### src/rtl/afpc_pkg.sv
// Shared types, widths and codes for the altitude flight phase controller.
package afpc_pkg;

  localparam int ALT_W      = 24;
  localparam int THR_W      = 23;
  localparam int RATIO_W    = 8;
  localparam int PHASE_W    = 3;
  localparam int EVT_W      = 3;
  localparam int CFG_ADDR_W = 3;
  localparam int CFG_DATA_W = 24;

  localparam int GROUP_SIZE_DEF = 5;

  localparam logic KIND_SAMPLE = 1'b0;
  localparam logic KIND_FORCE  = 1'b1;

  localparam logic [PHASE_W-1:0] PH_PRELAUNCH = 3'd0;
  localparam logic [PHASE_W-1:0] PH_LAUNCH    = 3'd1;
  localparam logic [PHASE_W-1:0] PH_APOGEE    = 3'd2;
  localparam logic [PHASE_W-1:0] PH_CHUTE     = 3'd3;
  localparam logic [PHASE_W-1:0] PH_RELEASE   = 3'd4;
  localparam logic [PHASE_W-1:0] PH_LANDED    = 3'd5;

  localparam logic [EVT_W-1:0] EVT_NONE    = 3'd0;
  localparam logic [EVT_W-1:0] EVT_LAUNCH  = 3'd1;
  localparam logic [EVT_W-1:0] EVT_APOGEE  = 3'd2;
  localparam logic [EVT_W-1:0] EVT_CHUTE   = 3'd3;
  localparam logic [EVT_W-1:0] EVT_RELEASE = 3'd4;
  localparam logic [EVT_W-1:0] EVT_LANDED  = 3'd5;

  localparam logic [CFG_ADDR_W-1:0] REG_LAUNCH_THR   = 3'd0;
  localparam logic [CFG_ADDR_W-1:0] REG_HIGH_LIMIT   = 3'd1;
  localparam logic [CFG_ADDR_W-1:0] REG_DESCENT_DROP = 3'd2;
  localparam logic [CFG_ADDR_W-1:0] REG_CHUTE_RATIO  = 3'd3;
  localparam logic [CFG_ADDR_W-1:0] REG_REL_RATIO    = 3'd4;
  localparam logic [CFG_ADDR_W-1:0] REG_CHUTE_FB     = 3'd5;
  localparam logic [CFG_ADDR_W-1:0] REG_REL_FB       = 3'd6;
  localparam logic [CFG_ADDR_W-1:0] REG_LAND_THR     = 3'd7;

  localparam logic [THR_W-1:0]         RST_LAUNCH_THR   = 23'd3000;
  localparam logic [THR_W-1:0]         RST_HIGH_LIMIT   = 23'd10000;
  localparam logic [THR_W-1:0]         RST_DESCENT_DROP = 23'd1000;
  localparam logic [RATIO_W-1:0]       RST_CHUTE_RATIO  = 8'd154;
  localparam logic [RATIO_W-1:0]       RST_REL_RATIO    = 8'd115;
  localparam logic [THR_W-1:0]         RST_CHUTE_FB     = 23'd7000;
  localparam logic [THR_W-1:0]         RST_REL_FB       = 23'd5000;
  localparam logic signed [ALT_W-1:0]  RST_LAND_THR     = 24'sd500;

  localparam logic signed [ALT_W-1:0] PEAK_RST = {1'b1, {(ALT_W-1){1'b0}}};

  typedef struct packed {
    logic                     kind;
    logic signed [ALT_W-1:0]  altitude;
    logic [PHASE_W-1:0]       forced_phase;
  } in_item_t;

  typedef struct packed {
    logic [PHASE_W-1:0]       phase;
    logic [EVT_W-1:0]         event_res;
    logic                     decided;
    logic signed [ALT_W-1:0]  chosen_altitude;
    logic signed [ALT_W-1:0]  peak_altitude;
  } out_item_t;

  typedef struct packed {
    logic [THR_W-1:0]         launch_threshold;
    logic [THR_W-1:0]         high_altitude_limit;
    logic [THR_W-1:0]         descent_drop;
    logic [RATIO_W-1:0]       chute_ratio;
    logic [RATIO_W-1:0]       release_ratio;
    logic [THR_W-1:0]         chute_fallback;
    logic [THR_W-1:0]         release_fallback;
    logic signed [ALT_W-1:0]  land_threshold;
  } cfg_t;

  typedef struct packed {
    logic                     decided;
    logic signed [ALT_W-1:0]  chosen;
  } grp_res_t;

  typedef struct packed {
    logic [PHASE_W-1:0]       phase;
    logic [EVT_W-1:0]         event_res;
    logic signed [ALT_W-1:0]  peak;
  } ph_res_t;

endpackage

### src/rtl/afpc_if.sv
// Valid/ready channel interfaces for input items, results and configuration writes.
interface afpc_in_if import afpc_pkg::*; ();
  logic                     valid;
  logic                     ready;
  logic                     kind;
  logic signed [ALT_W-1:0]  altitude;
  logic [PHASE_W-1:0]       forced_phase;

  modport source (output valid, output kind, output altitude, output forced_phase,
                  input ready);
  modport sink   (input valid, input kind, input altitude, input forced_phase,
                  output ready);
endinterface

interface afpc_out_if import afpc_pkg::*; ();
  logic                     valid;
  logic                     ready;
  logic [PHASE_W-1:0]       phase;
  logic [EVT_W-1:0]         event_res;
  logic                     decided;
  logic signed [ALT_W-1:0]  chosen_altitude;
  logic signed [ALT_W-1:0]  peak_altitude;

  modport source (output valid, output phase, output event_res, output decided,
                  output chosen_altitude, output peak_altitude, input ready);
  modport sink   (input valid, input phase, input event_res, input decided,
                  input chosen_altitude, input peak_altitude, output ready);
endinterface

interface afpc_cfg_if import afpc_pkg::*; ();
  logic                     valid;
  logic                     ready;
  logic [CFG_ADDR_W-1:0]    addr;
  logic [CFG_DATA_W-1:0]    data;

  modport source (output valid, output addr, output data, input ready);
  modport sink   (input valid, input addr, input data, output ready);
endinterface

### src/rtl/afpc_cfg_regs.sv
// Configuration register file with reset values.
module afpc_cfg_regs import afpc_pkg::*; (
  input  logic                   clk,
  input  logic                   rst_n,
  input  logic                   we,
  input  logic [CFG_ADDR_W-1:0]  addr,
  input  logic [CFG_DATA_W-1:0]  data,
  output cfg_t                   cfg
);

  cfg_t cfg_r;
  cfg_t cfg_nxt;

  always_comb begin
    cfg_nxt = cfg_r;
    if (we) begin
      case (addr)
        REG_LAUNCH_THR:   cfg_nxt.launch_threshold    = data[THR_W-1:0];
        REG_HIGH_LIMIT:   cfg_nxt.high_altitude_limit = data[THR_W-1:0];
        REG_DESCENT_DROP: cfg_nxt.descent_drop        = data[THR_W-1:0];
        REG_CHUTE_RATIO:  cfg_nxt.chute_ratio         = data[RATIO_W-1:0];
        REG_REL_RATIO:    cfg_nxt.release_ratio       = data[RATIO_W-1:0];
        REG_CHUTE_FB:     cfg_nxt.chute_fallback      = data[THR_W-1:0];
        REG_REL_FB:       cfg_nxt.release_fallback    = data[THR_W-1:0];
        REG_LAND_THR:     cfg_nxt.land_threshold      = $signed(data[ALT_W-1:0]);
        default: ;
      endcase
    end
  end

  always_ff @(posedge clk) begin
    if (!rst_n) begin
      cfg_r.launch_threshold    <= RST_LAUNCH_THR;
      cfg_r.high_altitude_limit <= RST_HIGH_LIMIT;
      cfg_r.descent_drop        <= RST_DESCENT_DROP;
      cfg_r.chute_ratio         <= RST_CHUTE_RATIO;
      cfg_r.release_ratio       <= RST_REL_RATIO;
      cfg_r.chute_fallback      <= RST_CHUTE_FB;
      cfg_r.release_fallback    <= RST_REL_FB;
      cfg_r.land_threshold      <= RST_LAND_THR;
    end else begin
      cfg_r <= cfg_nxt;
    end
  end

  assign cfg = cfg_r;

endmodule

### src/rtl/afpc_group.sv
// Sample group store, running sum and nearest-to-mean selection.
module afpc_group import afpc_pkg::*; #(
  parameter int GROUP_SIZE = GROUP_SIZE_DEF
) (
  input  logic                     clk,
  input  logic                     rst_n,
  input  logic                     adv,
  input  logic                     smp,
  input  logic signed [ALT_W-1:0]  alt,
  output grp_res_t                 res
);

  localparam int FILL_W = $clog2(GROUP_SIZE + 1);
  localparam int IDX_W  = $clog2(GROUP_SIZE);
  localparam int SUM_W  = ALT_W + $clog2(GROUP_SIZE);
  localparam int DIF_W  = SUM_W + 1;

  logic signed [ALT_W-1:0]  samples_r [GROUP_SIZE];
  logic signed [SUM_W-1:0]  sum_r;
  logic signed [SUM_W-1:0]  sum_nxt;
  logic [FILL_W-1:0]        fill_r;
  logic [FILL_W-1:0]        fill_nxt;
  logic                     full;
  logic [IDX_W-1:0]         wr_idx;
  logic signed [DIF_W-1:0]  dif [GROUP_SIZE];
  logic [DIF_W-1:0]         mag [GROUP_SIZE];
  logic [DIF_W-1:0]         best;
  logic signed [ALT_W-1:0]  pick;

  assign full = (fill_r >= FILL_W'(GROUP_SIZE));

  always_comb begin
    for (int i = 0; i < GROUP_SIZE; i++) begin
      dif[i] = DIF_W'(GROUP_SIZE) * DIF_W'(samples_r[i]) - DIF_W'(sum_r);
      mag[i] = dif[i][DIF_W-1] ? DIF_W'(-dif[i]) : DIF_W'(dif[i]);
    end
    best = mag[0];
    pick = samples_r[0];
    for (int i = 1; i < GROUP_SIZE; i++) begin
      if (mag[i] < best) begin
        best = mag[i];
        pick = samples_r[i];
      end
    end
  end

  assign res.decided = smp && full;
  assign res.chosen  = (smp && full) ? pick : '0;

  assign wr_idx   = full ? '0 : fill_r[IDX_W-1:0];
  assign fill_nxt = full ? FILL_W'(1) : fill_r + FILL_W'(1);
  assign sum_nxt  = full ? SUM_W'(alt) : sum_r + SUM_W'(alt);

  always_ff @(posedge clk) begin
    if (!rst_n) begin
      fill_r <= '0;
      sum_r  <= '0;
    end else if (adv && smp) begin
      fill_r <= fill_nxt;
      sum_r  <= sum_nxt;
    end
  end

  always_ff @(posedge clk) begin
    if (adv && smp) begin
      samples_r[wr_idx] <= alt;
    end
  end

endmodule

### src/rtl/afpc_phase.sv
// Peak tracker and flight phase transition logic.
module afpc_phase import afpc_pkg::*; (
  input  logic                     clk,
  input  logic                     rst_n,
  input  logic                     adv,
  input  logic                     kind,
  input  logic [PHASE_W-1:0]       forced_phase,
  input  logic signed [ALT_W-1:0]  alt,
  input  grp_res_t                 grp,
  input  cfg_t                     cfg,
  output ph_res_t                  res
);

  localparam int THR_X_W = THR_W + 2;
  localparam int PROD_W  = ALT_W + RATIO_W + 1;
  localparam int DROP_W  = ALT_W + 2;

  logic [PHASE_W-1:0]         phase_r;
  logic [PHASE_W-1:0]         phase_nxt;
  logic signed [ALT_W-1:0]    peak_r;
  logic signed [ALT_W-1:0]    peak_nxt;
  logic [EVT_W-1:0]           evt;
  logic [RATIO_W-1:0]         ratio;
  logic [THR_W-1:0]           fallback;
  logic                       ratio_hi;
  logic signed [PROD_W-1:0]   prod;
  logic signed [THR_X_W-1:0]  thr;
  logic signed [THR_X_W-1:0]  chosen_x;
  logic signed [DROP_W-1:0]   drop;

  assign peak_nxt = (kind == KIND_SAMPLE && alt >= peak_r) ? alt : peak_r;

  assign ratio    = (phase_r == PH_APOGEE) ? cfg.chute_ratio : cfg.release_ratio;
  assign fallback = (phase_r == PH_APOGEE) ? cfg.chute_fallback : cfg.release_fallback;
  assign ratio_hi = THR_X_W'(peak_nxt) > $signed({2'b00, cfg.high_altitude_limit});
  assign prod     = PROD_W'(peak_nxt) * $signed({1'b0, ratio});
  assign thr      = ratio_hi ? THR_X_W'(prod >>> RATIO_W) : $signed({2'b00, fallback});
  assign chosen_x = THR_X_W'(grp.chosen);
  assign drop     = DROP_W'(peak_nxt) - DROP_W'(grp.chosen);

  always_comb begin
    phase_nxt = phase_r;
    evt       = EVT_NONE;
    if (kind == KIND_FORCE) begin
      phase_nxt = forced_phase;
    end else if (grp.decided) begin
      case (phase_r)
        PH_PRELAUNCH: begin
          if (chosen_x > $signed({2'b00, cfg.launch_threshold})) begin
            phase_nxt = PH_LAUNCH;
            evt       = EVT_LAUNCH;
          end
        end
        PH_LAUNCH: begin
          if (chosen_x >= $signed({2'b00, cfg.high_altitude_limit}) ||
              drop >= $signed({3'b000, cfg.descent_drop})) begin
            phase_nxt = PH_APOGEE;
            evt       = EVT_APOGEE;
          end
        end
        PH_APOGEE: begin
          if (chosen_x <= thr) begin
            phase_nxt = PH_CHUTE;
            evt       = EVT_CHUTE;
          end
        end
        PH_CHUTE: begin
          if (chosen_x <= thr) begin
            phase_nxt = PH_RELEASE;
            evt       = EVT_RELEASE;
          end
        end
        PH_RELEASE: begin
          if (grp.chosen <= cfg.land_threshold) begin
            phase_nxt = PH_LANDED;
            evt       = EVT_LANDED;
          end
        end
        default: ;
      endcase
    end
  end

  always_ff @(posedge clk) begin
    if (!rst_n) begin
      phase_r <= PH_PRELAUNCH;
      peak_r  <= PEAK_RST;
    end else if (adv) begin
      phase_r <= phase_nxt;
      peak_r  <= peak_nxt;
    end
  end

  assign res.phase     = phase_nxt;
  assign res.event_res = evt;
  assign res.peak      = peak_nxt;

endmodule

### src/rtl/altitude_flight_phase_controller.sv
// Each item passes the input register and then the result register, and a stall
// on out_ch can hold it in either. Throughput: one item per cycle unless out_ch
// stalls; the input register and the result register each hold one item, and all
// group and phase logic sits between them.
// Reset (rst_n low, synchronous): phase prelaunch, peak most negative, group
// empty, registers at their defaults, both channel stages empty.
module altitude_flight_phase_controller import afpc_pkg::*; #(
  parameter int GROUP_SIZE = GROUP_SIZE_DEF
) (
  input  logic         clk,
  input  logic         rst_n,
  afpc_in_if.sink      in_ch,
  afpc_out_if.source   out_ch,
  afpc_cfg_if.sink     cfg_ch
);

  logic       in_vld_r;
  in_item_t   in_q_r;
  logic       out_vld_r;
  out_item_t  out_q_r;
  out_item_t  out_nxt;
  logic       adv;
  logic       in_rdy;
  cfg_t       cfg;
  grp_res_t   grp_res;
  ph_res_t    ph_res;

  assign adv    = in_vld_r && (!out_vld_r || out_ch.ready);
  assign in_rdy = !in_vld_r || adv;

  assign in_ch.ready  = in_rdy;
  assign cfg_ch.ready = 1'b1;

  afpc_cfg_regs u_cfg (
    .clk   (clk),
    .rst_n (rst_n),
    .we    (cfg_ch.valid),
    .addr  (cfg_ch.addr),
    .data  (cfg_ch.data),
    .cfg   (cfg)
  );

  afpc_group #(.GROUP_SIZE(GROUP_SIZE)) u_group (
    .clk   (clk),
    .rst_n (rst_n),
    .adv   (adv),
    .smp   (in_q_r.kind == KIND_SAMPLE),
    .alt   (in_q_r.altitude),
    .res   (grp_res)
  );

  afpc_phase u_phase (
    .clk          (clk),
    .rst_n        (rst_n),
    .adv          (adv),
    .kind         (in_q_r.kind),
    .forced_phase (in_q_r.forced_phase),
    .alt          (in_q_r.altitude),
    .grp          (grp_res),
    .cfg          (cfg),
    .res          (ph_res)
  );

  always_comb begin
    out_nxt.phase           = ph_res.phase;
    out_nxt.event_res       = ph_res.event_res;
    out_nxt.decided         = grp_res.decided;
    out_nxt.chosen_altitude = grp_res.chosen;
    out_nxt.peak_altitude   = ph_res.peak;
  end

  always_ff @(posedge clk) begin
    if (!rst_n) begin
      in_vld_r  <= 1'b0;
      out_vld_r <= 1'b0;
    end else begin
      if (in_rdy) begin
        in_vld_r <= in_ch.valid;
      end
      if (adv) begin
        out_vld_r <= 1'b1;
      end else if (out_ch.ready) begin
        out_vld_r <= 1'b0;
      end
    end
  end

  always_ff @(posedge clk) begin
    if (in_ch.valid && in_rdy) begin
      in_q_r.kind         <= in_ch.kind;
      in_q_r.altitude     <= in_ch.altitude;
      in_q_r.forced_phase <= in_ch.forced_phase;
    end
    if (adv) begin
      out_q_r <= out_nxt;
    end
  end

  assign out_ch.valid           = out_vld_r;
  assign out_ch.phase           = out_q_r.phase;
  assign out_ch.event_res       = out_q_r.event_res;
  assign out_ch.decided         = out_q_r.decided;
  assign out_ch.chosen_altitude = out_q_r.chosen_altitude;
  assign out_ch.peak_altitude   = out_q_r.peak_altitude;

`ifndef ASSERT_OFF
  a_force_quiet: assert property (@(posedge clk) disable iff (!rst_n)
    adv && in_q_r.kind == KIND_FORCE |=>
      out_q_r.event_res == EVT_NONE && !out_q_r.decided)
    else $error("force item produced an event or a decision");

  a_event_phase: assert property (@(posedge clk) disable iff (!rst_n)
    out_vld_r && out_q_r.event_res != EVT_NONE |->
      out_q_r.decided && out_q_r.phase == out_q_r.event_res)
    else $error("event code does not match the new phase");

  a_peak_covers: assert property (@(posedge clk) disable iff (!rst_n)
    adv && in_q_r.kind == KIND_SAMPLE |-> ph_res.peak >= in_q_r.altitude)
    else $error("peak below the current sample");
`endif

endmodule

### src/flat_wrapper.sv
// flat-port wrapper written by rule: the top's interface ports become plain ports
module altitude_flight_phase_controller_flat import afpc_pkg::*;
#(
  parameter int GROUP_SIZE = GROUP_SIZE_DEF
)
  (clk, rst_n, in_ch_valid, in_ch_kind, in_ch_altitude, in_ch_forced_phase, in_ch_ready, out_ch_valid, out_ch_phase, out_ch_event_res, out_ch_decided, out_ch_chosen_altitude, out_ch_peak_altitude, out_ch_ready, cfg_ch_valid, cfg_ch_addr, cfg_ch_data, cfg_ch_ready);
  afpc_in_if in_ch_i ();
  afpc_out_if out_ch_i ();
  afpc_cfg_if cfg_ch_i ();
  input  logic clk;
  input  logic rst_n;
  input wire logic [$bits(in_ch_i.valid)-1:0] in_ch_valid;
  input wire logic [$bits(in_ch_i.kind)-1:0] in_ch_kind;
  input wire logic [$bits(in_ch_i.altitude)-1:0] in_ch_altitude;
  input wire logic [$bits(in_ch_i.forced_phase)-1:0] in_ch_forced_phase;
  output wire logic [$bits(in_ch_i.ready)-1:0] in_ch_ready;
  output wire logic [$bits(out_ch_i.valid)-1:0] out_ch_valid;
  output wire logic [$bits(out_ch_i.phase)-1:0] out_ch_phase;
  output wire logic [$bits(out_ch_i.event_res)-1:0] out_ch_event_res;
  output wire logic [$bits(out_ch_i.decided)-1:0] out_ch_decided;
  output wire logic [$bits(out_ch_i.chosen_altitude)-1:0] out_ch_chosen_altitude;
  output wire logic [$bits(out_ch_i.peak_altitude)-1:0] out_ch_peak_altitude;
  input wire logic [$bits(out_ch_i.ready)-1:0] out_ch_ready;
  input wire logic [$bits(cfg_ch_i.valid)-1:0] cfg_ch_valid;
  input wire logic [$bits(cfg_ch_i.addr)-1:0] cfg_ch_addr;
  input wire logic [$bits(cfg_ch_i.data)-1:0] cfg_ch_data;
  output wire logic [$bits(cfg_ch_i.ready)-1:0] cfg_ch_ready;
  assign in_ch_i.valid = in_ch_valid;
  assign in_ch_i.kind = in_ch_kind;
  assign in_ch_i.altitude = in_ch_altitude;
  assign in_ch_i.forced_phase = in_ch_forced_phase;
  assign in_ch_ready = in_ch_i.ready;
  assign out_ch_valid = out_ch_i.valid;
  assign out_ch_phase = out_ch_i.phase;
  assign out_ch_event_res = out_ch_i.event_res;
  assign out_ch_decided = out_ch_i.decided;
  assign out_ch_chosen_altitude = out_ch_i.chosen_altitude;
  assign out_ch_peak_altitude = out_ch_i.peak_altitude;
  assign out_ch_i.ready = out_ch_ready;
  assign cfg_ch_i.valid = cfg_ch_valid;
  assign cfg_ch_i.addr = cfg_ch_addr;
  assign cfg_ch_i.data = cfg_ch_data;
  assign cfg_ch_ready = cfg_ch_i.ready;
  altitude_flight_phase_controller #(.GROUP_SIZE(GROUP_SIZE)) u_core (.clk(clk), .rst_n(rst_n), .in_ch(in_ch_i), .out_ch(out_ch_i), .cfg_ch(cfg_ch_i));
endmodule
### config.mk
export PLATFORM = sky130hd
export DESIGN_NAME = altitude_flight_phase_controller_flat
export DESIGN_NICKNAME = d
export VERILOG_FILES = /design/src/rtl/afpc_pkg.sv /design/src/rtl/afpc_if.sv /design/src/rtl/afpc_cfg_regs.sv /design/src/rtl/afpc_group.sv /design/src/rtl/afpc_phase.sv /design/src/rtl/altitude_flight_phase_controller.sv /design/src/flat_wrapper.sv
export SDC_FILE = /design/constraint.sdc
export NUM_CORES = 2
export LEC_CHECK = 0
export BUFFER_PORTS_ARGS = -buffer_cell sky130_fd_sc_hd__buf_2
export CAP_MARGIN = 20
export CELL_PAD_IN_SITES_DETAIL_PLACEMENT = 0
export CELL_PAD_IN_SITES_GLOBAL_PLACEMENT = 1
export CORE_MARGIN = 3
export CORE_UTILIZATION = 51
export CTS_BUF_LIST = sky130_fd_sc_hd__clkbuf_2 sky130_fd_sc_hd__clkbuf_4 sky130_fd_sc_hd__clkbuf_8
export DETAILED_ROUTE_END_ITERATION = 7
export PLACE_DENSITY_LB_ADDON = 0.1
export SLEW_MARGIN = 20
export SYNTH_ARGS = -nofsm -noshare
export SYNTH_HDL_FRONTEND = slang
export SYNTH_HIERARCHICAL = 1
export SYNTH_SLANG_ARGS = --single-unit
export TNS_END_PERCENT = 30
### constraint.sdc
create_clock -name clk -period 25.5 [get_ports clk]
set_input_delay 7.65 -clock clk [delete_from_list [all_inputs] [get_ports clk]]
set_output_delay 7.65 -clock clk [all_outputs]
set_load 0.005 [all_outputs]
==> results.sh <==
export IMPL_status="complete, no violations"
export IMPL_die_area_sq_um=102000
export IMPL_detailedPlace_worstSlack_ps=3210
export IMPL_synthCells=5861
export IMPL_fill_cells=9113
export IMPL_wl_per_cell_um=22.9
export IMPL_coreArea_sq_um=97100
export IMPL_area_growth_pct=8.03
export IMPL_start_util=0.516
export IMPL_slew_headroom=0.213
export IMPL_cts_tree="built"
export IMPL_crit_buf_inv=7
export IMPL_die_h_um=320
export IMPL_dp_hpwl_mm=132
export IMPL_grt_pass1_wl_mm=252
export IMPL_via_count=41900
export IMPL_yosys_warnings=6
export IMPL_fin_cells=7333
export IMPL_rsz0062_at_grt="false"
export IMPL_synth_seq_area_share=0.207
export IMPL_cts_setup_buffers=0
export IMPL_drt_iter0_markers=3185
export IMPL_setup_ws_ps=2740
export IMPL_maxCapViolations=0
export IMPL_core_rowCount=114
export IMPL_syn_num_nets=6970
export IMPL_critPathRequiredTime_ps=26010
export IMPL_port_buffers=116
export IMPL_cts_htree_levels=3
export IMPL_drc=0
export IMPL_gr_total_overflow=0
export IMPL_grt_max_degree=95
export IMPL_setup_violations=0
export IMPL_clock_skew_ps=65.1
export IMPL_cts_root_buf="clkbuf_8"
export IMPL_slew_viol_final=0
export IMPL_crit_cells=97
export IMPL_cts_resized=0
export IMPL_cts_reportedPaths_clkPinSlew_ps=60
export IMPL_tightest_slew_ps=1170
export IMPL_tns_ps=0
export IMPL_critPathLaunchType="flip-flop"
export IMPL_wl_mm=168
export IMPL_cts_inserted_buffers=80
export IMPL_drive_above_1_share=0.0736
export IMPL_rr_worst_depth=97
export IMPL_period_share=0.893
export IMPL_first_pass_iters=6
export IMPL_fmaxAchievable_mhz=43.9
export IMPL_setup_worst_path_class="flip-flop to flip-flop"
export IMPL_crit_path_top_delay_cell="a211oi_1"
export IMPL_hold_violations=0
export IMPL_grt_pass1_vias=40800
export IMPL_syn_avg_cell_area_sq_um=8.55
export IMPL_ys_flop_type="dfxtp_1"
export IMPL_async_flop_share=0
export IMPL_dp_cells=7177
export IMPL_cp_arrival_ps=23270
export IMPL_layout_min_cycle_time_ps=22760
export IMPL_synth_edf_count=203
export IMPL_critPathMaxFanout=82
export IMPL_track_usage=0.326
export IMPL_ant_nets=0
export IMPL_nets=7093
export IMPL_critPathTopFamily="compound AO/OA/AOI/OAI gates"
export IMPL_ios=118
export IMPL_die_width_um=320
export IMPL_synth_cell_types=104
export IMPL_clkLatencyLatePin_ps=770
export IMPL_clock_path_buffers=3
export IMPL_clkSinkCount=417
export IMPL_slowest_delay_ps=570
export IMPL_viasPerCell=5.71
export IMPL_hold_path_depth=2
export IMPL_worstHoldPathType="flip-flop to flip-flop"
export IMPL_worst_setup_path_end_kind="flip-flop"
export IMPL_antenna_found_initial=15
export IMPL_place_gp_congestion=0.963
export IMPL_synth_seq_cells=417
export IMPL_cts_hold_buf=0
export IMPL_netlist_area_sq_um=50100
export IMPL_r2r_setup_slack_ps=2740
## per-layer routing
| layer | vias to the layer above | GRT usage | routed length (um) |
|---|---|---|---|
| met4 | 4 | 0.162 | 9700 |
| met3 | 352 | 0.0480 | 9720 |
| met5 | - | 0 | 28 |
| li1 | 20100 | - | - |
| met2 | 1247 | 0.540 | 77400 |
| met1 | 20100 | 0.417 | 70900 |
## path summary, 6_finish.rpt
check                           from                      to
min            u_core/u_cfg/cfg[121]   u_core/u_cfg/cfg[121]
max          u_core/u_group/sum_r[6]  u_core/out_ch.phase[0]
max reg2reg  u_core/u_group/sum_r[6]  u_core/out_ch.phase[0]
min reg2reg    u_core/u_cfg/cfg[121]   u_core/u_cfg/cfg[121]
## cell families (layout without fill, tap and decap cells)
logic type,count (synthesis),count (layout),share of synthesized area
buf+inv,1251,1436,0.0957
xor+xnor,292,292,0.0510
mux,258,258,0.0523
compound gates,1091,1091,0.147
fa+ha+maj,1049,1049,0.304
simple gates,1502,1502,0.143
flops,417,417,0.207
other cells,1,12,0.0000748
## cell type report
class / instances / area [sq um] / area share
clock buffer: 113 / 1380 / 0.0255
inverter: 1079 / 4050 / 0.0748
tap: 1276 / 1600 / 0.0295
antenna: 11 / 27.5 / 0.000508
timing repair buffer: 213 / 1350 / 0.0249
clock inverter: 31 / 319 / 0.00589
multi-input combinational: 4193 / 35100 / 0.647
sequential: 417 / 10400 / 0.192
## cells in the mapped netlist, types with 60 or more instances
cell	number	area share
o21ai_0	198	0.020
nor2b_1	130	0.016
dfxtp_1	214	0.085
nand2_1	537	0.040
edfxtp_1	203	0.12
a21oi_1	268	0.027
clkbuf_1	119	0.0089
a211oi_1	60	0.0090
a21o_1	131	0.020
inv_1	1078	0.081
a31oi_1	64	0.0080
nor2_1	350	0.026
xor2_1	104	0.018
xnor2_1	188	0.033
fa_1	281	0.11
nand3_1	68	0.0068
nor3_1	117	0.012
mux2i_1	235	0.047
ha_1	768	0.19
## stage by stage
step / hold WS, ps / utilization / instance area, sq um
floorplan: 435 / - / 50100
global placement: 442 / 0.539 / 52400
detailed placement: 448 / 0.539 / 52400
CTS: 460 / 0.557 / 54100
global route: 474 / 0.557 / 54100
finish: 458 / 0.557 / 54200
## flip-flops by register name, summed over array words and instances, names as in the netlist, 24 cells and up
register / count
u_core/in_q_r: 28
u_core/out_ch.chosen_altitude: 24
u_core/out_ch.peak_altitude: 24
u_core/u_cfg/cfg: 155
u_core/u_group/samples_r: 120
u_core/u_group/sum_r: 27
u_core/u_phase/peak_r: 24
## worst reg2reg max path, delay by kind of cell (launching register included)
family	cells	cell delay (ps)
AO/OA/AOI/OAI	43	8860
AND/OR/NAND/NOR	30	6210
adder cells (fa/ha/maj)	11	3830
buffers and inverters	7	1450
multiplexers	3	1010
XOR/XNOR	3	820
flip-flops	1	310
## cell usage in the layout, fill, tap and decap left out, types with 22 or more instances in the layout
cell,n
and2_1,23
inv_1,1078
buf_4,95
xor2_1,103
a41oi_1,29
nor2_1,349
nor2b_1,128
o211a_1,27
or2_2,22
o21a_1,53
nand3_1,68
o21ai_0,197
mux2i_1,233
ha_1,768
a21oi_1,266
nand2_1,535
edfxtp_1,203
o31ai_1,24
a211oi_1,60
nand2b_1,45
clkbuf_8,85
a311o_1,22
buf_2,115
and3_1,36
a21o_1,131
nand4_1,54
nor4_1,25
xnor2_1,188
fa_1,281
dfxtp_1,214
clkbuf_4,28
o211ai_1,45
nor3_1,117
a31oi_1,64
or3_1,27
Power is not shown: default switching activity piles up to over one toggle a cycle in this logic, so the estimate is an artifact.
